**src/sv/fis_pkg.sv**
```systemverilog
package fis_pkg;

  localparam int COORD_W = 24;
  localparam int CNT_W   = 6;

  localparam logic KIND_START    = 1'b0;
  localparam logic KIND_OBSTACLE = 1'b1;

  typedef struct packed {
    logic               kind;
    logic [COORD_W-1:0] span_end;
    logic [COORD_W-1:0] range_a;
    logic [COORD_W-1:0] range_b;
  } fis_in_t;

  typedef struct packed {
    logic [COORD_W-1:0] best_start;
    logic [COORD_W-1:0] best_stop;
    logic [CNT_W-1:0]   window_count;
    logic               has_window;
    logic               overflowed;
  } fis_out_t;

  typedef struct packed {
    logic [COORD_W-1:0] lo;
    logic [COORD_W-1:0] hi;
  } fis_win_t;

  // Commands from the controller to the datapath.
  typedef struct packed {
    logic cap;
    logic setup;
    logic walk;
    logic split;
    logic commit;
  } fis_cmd_t;

  // Status from the datapath to the controller.
  typedef struct packed {
    logic is_start;
    logic list_empty;
    logic last;
    logic split_go;
  } fis_stat_t;

endpackage

```
**src/sv/fis_dp.sv**
```systemverilog
module fis_dp #(
  parameter int MAX_WINDOWS = 32
) (
  input  logic               clk,
  input  logic               rst_n,
  input  fis_pkg::fis_in_t   in_data,
  input  fis_pkg::fis_cmd_t  cmd,
  output fis_pkg::fis_stat_t stat,
  output fis_pkg::fis_out_t  out_data
);
  import fis_pkg::*;

  localparam int IW    = $clog2(MAX_WINDOWS);
  localparam int NW    = $clog2(MAX_WINDOWS + 1);
  localparam int AW    = IW + 1;
  localparam int DEPTH = 2 ** AW;
  localparam logic [NW:0] MAX_V = (NW + 1)'(MAX_WINDOWS);

  // Two banks: the current list is read from one, the new list written to the other.
  fis_win_t mem [DEPTH];

  logic               kind_r;
  logic [COORD_W-1:0] span_r;
  logic [COORD_W-1:0] a_r;
  logic [COORD_W-1:0] b_r;
  logic               empty_r;
  logic               bank_r;
  logic [NW-1:0]      count_r;
  logic [NW-1:0]      n_r;
  logic [NW-1:0]      i_r;
  logic               ovf_r;
  fis_win_t           rd_r;
  fis_win_t           up_r;

  logic               sa_vld_r;
  fis_win_t           sa_r;
  logic               sb_vld_r;
  fis_win_t           sb_r;
  logic [COORD_W-1:0] sb_w_r;
  logic               found_r;
  fis_win_t           best_r;
  logic [COORD_W-1:0] best_w_r;

  logic               a_le_lo, b_ge_hi, a_lt_hi, b_gt_lo;
  logic               is_cover, is_split, is_top, is_bottom;
  logic               room, last;
  logic [NW:0]        room_sum;
  logic [NW-1:0]      i_inc;
  logic               wr_en, rd_en;
  fis_win_t           wr_d;
  logic [AW-1:0]      wr_addr, rd_addr;
  logic [COORD_W-1:0] ca, cb;
  logic [31:0]        cnt_ext;

  assign ca = (in_data.range_a > span_r) ? span_r : in_data.range_a;
  assign cb = (in_data.range_b > span_r) ? span_r : in_data.range_b;

  assign a_le_lo = a_r <= rd_r.lo;
  assign b_ge_hi = b_r >= rd_r.hi;
  assign a_lt_hi = a_r < rd_r.hi;
  assign b_gt_lo = b_r > rd_r.lo;

  assign is_cover  = !empty_r && a_le_lo && b_ge_hi;
  assign is_split  = !empty_r && !a_le_lo && !b_ge_hi;
  assign is_top    = !empty_r && !a_le_lo && a_lt_hi;
  assign is_bottom = !empty_r && b_gt_lo && !b_ge_hi;

  assign room_sum = {1'b0, n_r} + {1'b0, count_r - i_r};
  assign room     = room_sum < MAX_V;
  assign last     = i_r == (count_r - NW'(1));
  assign i_inc    = i_r + NW'(1);

  always_comb begin
    wr_en = 1'b0;
    wr_d  = '0;
    if (cmd.setup && kind_r == KIND_START) begin
      wr_en = span_r != '0;
      wr_d  = '{lo: '0, hi: span_r};
    end else if (cmd.walk) begin
      if (is_cover) begin
        wr_en = 1'b0;
      end else if (is_split || is_top) begin
        wr_en = 1'b1;
        wr_d  = '{lo: rd_r.lo, hi: a_r};
      end else if (is_bottom) begin
        wr_en = 1'b1;
        wr_d  = '{lo: b_r, hi: rd_r.hi};
      end else begin
        wr_en = 1'b1;
        wr_d  = rd_r;
      end
    end else if (cmd.split) begin
      wr_en = 1'b1;
      wr_d  = up_r;
    end
  end

  // The new list always begins at entry zero, and during setup the fill
  // count still holds the size of the previous list.
  assign wr_addr = {~bank_r, cmd.setup ? {IW{1'b0}} : n_r[IW-1:0]};
  assign rd_en   = (cmd.setup && kind_r == KIND_OBSTACLE) || (cmd.walk && !last);
  assign rd_addr = cmd.walk ? {bank_r, i_inc[IW-1:0]} : {bank_r, {IW{1'b0}}};

  always_ff @(posedge clk) begin
    if (wr_en) begin
      mem[wr_addr] <= wr_d;
    end
    if (rd_en) begin
      rd_r <= mem[rd_addr];
    end
  end

  // Payload registers.
  always_ff @(posedge clk) begin
    if (cmd.cap) begin
      kind_r <= in_data.kind;
      a_r    <= ca;
      b_r    <= cb;
    end else if (cmd.setup && kind_r == KIND_OBSTACLE) begin
      a_r     <= (a_r > b_r) ? b_r : a_r;
      b_r     <= (a_r > b_r) ? a_r : b_r;
      empty_r <= a_r == b_r;
    end
    if (cmd.walk) begin
      up_r <= '{lo: b_r, hi: rd_r.hi};
    end
    sa_r   <= wr_d;
    sb_r   <= sa_r;
    sb_w_r <= sa_r.hi - sa_r.lo;
  end

  // List control state.
  always_ff @(posedge clk) begin
    if (!rst_n) begin
      span_r   <= '0;
      bank_r   <= 1'b0;
      count_r  <= '0;
      n_r      <= '0;
      i_r      <= '0;
      ovf_r    <= 1'b0;
      sa_vld_r <= 1'b0;
      sb_vld_r <= 1'b0;
    end else begin
      if (cmd.cap && in_data.kind == KIND_START) begin
        span_r <= in_data.span_end;
      end
      if (cmd.setup) begin
        n_r <= NW'(wr_en);
        i_r <= '0;
        if (kind_r == KIND_START) begin
          ovf_r <= 1'b0;
        end
      end else begin
        if (wr_en) begin
          n_r <= n_r + NW'(1);
        end
        if ((cmd.walk && !(is_split && room)) || cmd.split) begin
          i_r <= i_inc;
        end
        if (cmd.walk && is_split && !room) begin
          ovf_r <= 1'b1;
        end
      end
      if (cmd.commit) begin
        count_r <= n_r;
        bank_r  <= ~bank_r;
      end
      sa_vld_r <= wr_en;
      sb_vld_r <= sa_vld_r;
    end
  end

  // Widest window: strict compare keeps the first one on a tie.
  always_ff @(posedge clk) begin
    if (!rst_n) begin
      found_r <= 1'b0;
    end else if (cmd.setup) begin
      found_r <= 1'b0;
    end else if (sb_vld_r && (!found_r || sb_w_r > best_w_r)) begin
      found_r <= 1'b1;
    end
  end

  always_ff @(posedge clk) begin
    if (cmd.setup) begin
      best_r   <= '0;
      best_w_r <= '0;
    end else if (sb_vld_r && (!found_r || sb_w_r > best_w_r)) begin
      best_r   <= sb_r;
      best_w_r <= sb_w_r;
    end
  end

  assign cnt_ext = 32'(count_r);

  assign stat.is_start   = kind_r == KIND_START;
  assign stat.list_empty = count_r == '0;
  assign stat.last       = last;
  assign stat.split_go   = is_split && room;

  assign out_data.best_start   = best_r.lo;
  assign out_data.best_stop    = best_r.hi;
  assign out_data.window_count = cnt_ext[CNT_W-1:0];
  assign out_data.has_window   = found_r;
  assign out_data.overflowed   = ovf_r;

endmodule

```
**src/sv/fis_ctrl.sv**
```systemverilog
module fis_ctrl (
  input  logic               clk,
  input  logic               rst_n,
  input  logic               start,
  input  fis_pkg::fis_stat_t stat,
  output fis_pkg::fis_cmd_t  cmd,
  output logic               busy,
  output logic               out_valid
);
  import fis_pkg::*;

  localparam logic [2:0] S_IDLE   = 3'd0;
  localparam logic [2:0] S_SETUP  = 3'd1;
  localparam logic [2:0] S_WALK   = 3'd2;
  localparam logic [2:0] S_SPLIT  = 3'd3;
  localparam logic [2:0] S_COMMIT = 3'd4;
  localparam logic [2:0] S_DRAIN  = 3'd5;
  localparam logic [2:0] S_REPORT = 3'd6;

  logic [2:0] state_r;
  logic [2:0] state_nxt;

  always_comb begin
    state_nxt = state_r;
    cmd       = '0;
    case (state_r)
      S_IDLE: begin
        if (start) begin
          cmd.cap   = 1'b1;
          state_nxt = S_SETUP;
        end
      end
      S_SETUP: begin
        cmd.setup = 1'b1;
        state_nxt = (stat.is_start || stat.list_empty) ? S_COMMIT : S_WALK;
      end
      S_WALK: begin
        cmd.walk = 1'b1;
        if (stat.split_go) begin
          state_nxt = S_SPLIT;
        end else if (stat.last) begin
          state_nxt = S_COMMIT;
        end
      end
      S_SPLIT: begin
        cmd.split = 1'b1;
        state_nxt = stat.last ? S_COMMIT : S_WALK;
      end
      S_COMMIT: begin
        cmd.commit = 1'b1;
        state_nxt  = S_DRAIN;
      end
      S_DRAIN: begin
        state_nxt = S_REPORT;
      end
      S_REPORT: begin
        state_nxt = S_IDLE;
      end
      default: begin
        state_nxt = S_IDLE;
      end
    endcase
  end

  always_ff @(posedge clk) begin
    if (!rst_n) begin
      state_r <= S_IDLE;
    end else begin
      state_r <= state_nxt;
    end
  end

  assign busy      = state_r != S_IDLE;
  assign out_valid = state_r == S_REPORT;

endmodule

```
**src/sv/free_interval_subtractor_core.sv**
```systemverilog
// Free interval subtractor. Holds an ordered list of free windows on a span
// and reports the widest one after every beat. A beat is taken at a rising
// edge where start is high and busy is low; busy then stays high until the
// result has been shown. The result is on out_data for exactly one cycle,
// marked by out_valid, and the receiver cannot stall it, so it must be
// captured in that cycle. A start beat passes through setup, commit, drain
// and report before the block is idle again, with the result strobed in
// the report state. An obstacle beat on a non-empty list also walks the
// list between setup and commit: the walk reads one stored window per
// cycle through the single read port of the window memory and writes at
// most one piece per cycle, but a split that keeps both pieces holds the
// walk for an extra split state that writes the upper piece.
module free_interval_subtractor_core #(
  parameter int MAX_WINDOWS = 32
) (
  input  logic              clk,
  input  logic              rst_n,
  input  logic              start,
  output logic              busy,
  input  fis_pkg::fis_in_t  in_data,
  output logic              out_valid,
  output fis_pkg::fis_out_t out_data
);
  import fis_pkg::*;

  // The controller sequences setup, the window walk, the commit of the new
  // list and a drain state that lets the widest-window pipeline settle.
  fis_cmd_t  cmd;
  fis_stat_t stat;

  fis_ctrl u_ctrl (
    .clk       (clk),
    .rst_n     (rst_n),
    .start     (start),
    .stat      (stat),
    .cmd       (cmd),
    .busy      (busy),
    .out_valid (out_valid)
  );

  // The datapath keeps the list in two banks of one memory and rebuilds it
  // into the other bank on every beat, then swaps banks.
  fis_dp #(
    .MAX_WINDOWS (MAX_WINDOWS)
  ) u_dp (
    .clk      (clk),
    .rst_n    (rst_n),
    .in_data  (in_data),
    .cmd      (cmd),
    .stat     (stat),
    .out_data (out_data)
  );

endmodule

```
**config.mk**
```make
export PLATFORM = sky130hd
export DESIGN_NAME = free_interval_subtractor_core
export DESIGN_NICKNAME = d
export VERILOG_FILES = /design/src/sv/fis_pkg.sv /design/src/sv/fis_dp.sv /design/src/sv/fis_ctrl.sv /design/src/sv/free_interval_subtractor_core.sv
export SDC_FILE = /design/constraint.sdc
export NUM_CORES = 2
export LEC_CHECK = 0
export BUFFER_PORTS_ARGS = -buffer_cell sky130_fd_sc_hd__buf_2
export CAP_MARGIN = 10
export CORE_ASPECT_RATIO = 1.75
export CORE_MARGIN = 2
export CORE_UTILIZATION = 46
export CTS_CLUSTER_DIAMETER = 50
export DETAILED_ROUTE_END_ITERATION = 6
export SYNTH_ARGS = -nofsm -noshare
export SYNTH_HDL_FRONTEND = slang
export SYNTH_SLANG_ARGS = --single-unit
export TNS_END_PERCENT = 50
```
**constraint.sdc**
```tcl
create_clock -name clk -period 10.1 [get_ports clk]
set_clock_uncertainty 0.1 [all_clocks]
set_input_delay 3.03 -clock clk [delete_from_list [all_inputs] [get_ports clk]]
set_output_delay 3.03 -clock clk [all_outputs]
set_load 0.005 [all_outputs]
```
==> impl_results.md <==
* Crit path time final at 6.66 ns
* Worst-path clk slew at 0.07 ns
* Leakage at 52.0 nW
* Post-cts resize count at 0
* Final hold violation count at 0
* CP startpoint kind: flop
* Syn Inst Count at 10,300
* First drt pass iteration count at 7
* Max_cap viols at 0
* Mean Syn Cell Area at 13.6 um^2
* Total of fill cells in the finished design at about 26,000
* Clock Latency Late Sink at 0.91 ns
* Core ar. at between 0.3 and 0.4 mm^2
* Cell taking the most area after synthesis: edfxtp_1
* CTS tree: done
* Final worst path period share at 0.659
* Final TNS setup at 0 ns
* Rel. slew slack at 0.111
* Fraction of layout instances using a drive strength above 1 at 0.100
* Flops & latches, synth at 3,460
* Die Ht at 736 um
* Hold Buf Count CTS at 0
* Synth top cells by count: 3,218 x edfxtp_1, 1,537 x nand2_1, 1,054 x nand3_1
* Global-route wire length before repair at 653,000 um
* Crit. End Element: flop
* Vias in the first global route at 91,300
* DP HPWL at 260,000 um
* Unrepaired setup endpoints after global routing: no
* Ports at 134
* Storage cell area at 0.101 mm^2
* Final Cell Area at 0.156 mm^2
* Failing checks: design-rule violations
* Total congestion overflow at 0
* Pwr Total at approximately 29 mW
* Top-count cell post-synth: edfxtp_1
* ANT nets after route at 0
* Final setup violation count at 0
* DRC Markers at 13
* Arr. time, crit path at 7.08 ns
* Slew @ Worst Pin at 1.33 ns
* Largest net degree at the start of global routing at between 150 and 200
* Area Overhead vs Synth at 11.0%
* Die X at around 420 um
* Crit path max fanout at 87
* Worst Path Required at 10.52 ns
* EDFF count, synth at around 3,200
* Initial DRC count at 11,500
* Per-cell routed wire length at 31.7 um
* Crit path kind: reg2reg
* TritonCTS Buffers at 306
* Ys Warns at 0
* Outcome: complete, but fails checks
* Total number of vias at roughly 94,000
* Starting Density at 0.462
* Final WL at roughly 460,000 um
* Main synth FF type: edfxtp_1
* Port Buffer Count at 133
* Final RePlAce weighted congestion at 0.970
* Clock sinks at 3,460
* Die Area at approximately 0.31 mm^2
* Num rows at ~270
* Asr flop ratio synth at 0
* R2R setup slack at 3.44 ns
* Worst IR Drop VDD at 0.000127 V
* Post-CTS Setup Bufs at 0
* Syn Nets at 10,600
* Multi-input logic area at roughly 0.036 mm^2
* Initial antenna violation count at 26
* Nets at 10,500
* Post-synth top area share at 0.687
* Post-synthesis cell type count at 78
* Clk root buf: clkbuf_16
* Fmax at roughly 150 MHz
* Slew Limit Fails at 0
* Vias per cell at 6.45
* Synth top area cells: edfxtp_1 69%, nand2_1 4.1%, nand3_1 3.7%
* Hold Crit Class: reg2reg
* Netlist Area Pre-Place at ~0.14 mm^2
* Clock Path Buffers at 4
* Pwr dens at 184 mW/mm^2
* Register area share after synthesis at 0.721
* Tot GR Track Use at 0.288
* H-tree lvl count at 5
* Area after DPL at 0.147 mm^2
report_power, final:
group / switching [mW] / leakage, nW / internal (mW)
combinational: 0.899 / 14.9 / 0.423
clock: 5.23 / 4.68 / 6.34
sequential: 0.134 / 32.4 / 15.6
state kept, by name, indices dropped and copies added (netlist names), 24 cells and up:
name	cells
u_dp.a_r	24
u_dp.b_r	24
u_dp.best_w_r	24
u_dp.mem	3072
u_dp.out_data	48
u_dp.rd_r	48
u_dp.sa_r	48
u_dp.sb_r	48
u_dp.sb_w_r	24
u_dp.span_r	24
u_dp.up_r	48
worst paths after layout:
check	start	to	depth (start not counted)
worst max register to register	u_dp.i_r[0]	u_dp.rd_r[36]	12
worst min-delay path	u_dp.sa_r[42]	u_dp.sb_r[42]	0
worst min register to register	u_dp.sa_r[42]	u_dp.sb_r[42]	0
worst max-delay path	u_dp.i_r[0]	u_dp.rd_r[36]	12
worst max-delay path: stages (launching register included):
cell and delay (ns):
dfxtp_4 0.75, ha_1 0.42, xor2_4 0.26, buf_4 0.32, nand2_8 0.54, buf_4 0.75
buf_4 0.71, a211oi_1 0.17, a311oi_1 0.29, a311oi_1 0.10, a21oi_1 0.44, a221oi_1 0.17
a21oi_1 1.05
logic make-up (layout without fill, tap and decap cells):
| family | after synthesis | count (layout) | share of synthesized area |
|---|---|---|---|
| and+or+nand+nor | 3268 | 3268 | 0.106 |
| buffers and inverters | 986 | 1136 | 0.0307 |
| other | 0 | 18 | 0 |
| DFF | 3460 | 3460 | 0.721 |
| adders and majority gates | 229 | 229 | 0.0205 |
| xor gates and xnor gates | 36 | 36 | 0.00224 |
| AOI/OAI and AO/OA | 2232 | 2232 | 0.112 |
| muxes | 104 | 104 | 0.00761 |
layer usage:
layer / part of all wire / global-route usage / vias to the layer above
met2: 0.51 / 0.508 / 5053
met1: 0.35 / 0.334 / 47600
met5: 0.00016 / 0 / -
met4: 0.064 / 0.161 / 10
li1: - / - / 39900
met3: 0.080 / 0.0455 / 1197
metrics by stage:
step	cells	hold slack, ns	worst slack (ns)	utilization
after floorplan	10300	0.231	2.12	-
after global placement	14000	0.236	3.16	0.481
after detailed placement	14000	0.238	3.55	0.481
after CTS	14500	0.252	3.56	0.513
after global routing	14500	0.261	3.31	0.513
final	14500	0.255	3.44	0.513
layout make-up:
class / instances / share of cell area
Inverter: 173 / 0.00424
Antenna cell: 18 / 0.000288
Tap cell: 4050 / 0.0324
Clock buffer: 394 / 0.0534
Multi-Input combinational cell: 5869 / 0.232
Sequential cell: 3460 / 0.650
Timing Repair Buffer: 427 / 0.0205
Clock inverter: 142 / 0.00781
cell usage in the layout (no fill, tap or decap), drive strengths merged, types with 124 or more instances in the layout:
| master | instances |
|---|---|
| or3 | 205 |
| a311oi | 223 |
| buf | 427 |
| and3 | 153 |
| ha | 227 |
| nor2 | 124 |
| nand2 | 1538 |
| clkbuf | 394 |
| inv | 188 |
| o221ai | 499 |
| a21oi | 480 |
| o21ai | 351 |
| dfxtp | 242 |
| nand3 | 1054 |
| edfxtp | 3218 |
| o211ai | 203 |
No activity file was read; power rests on OpenSTA's default activity.
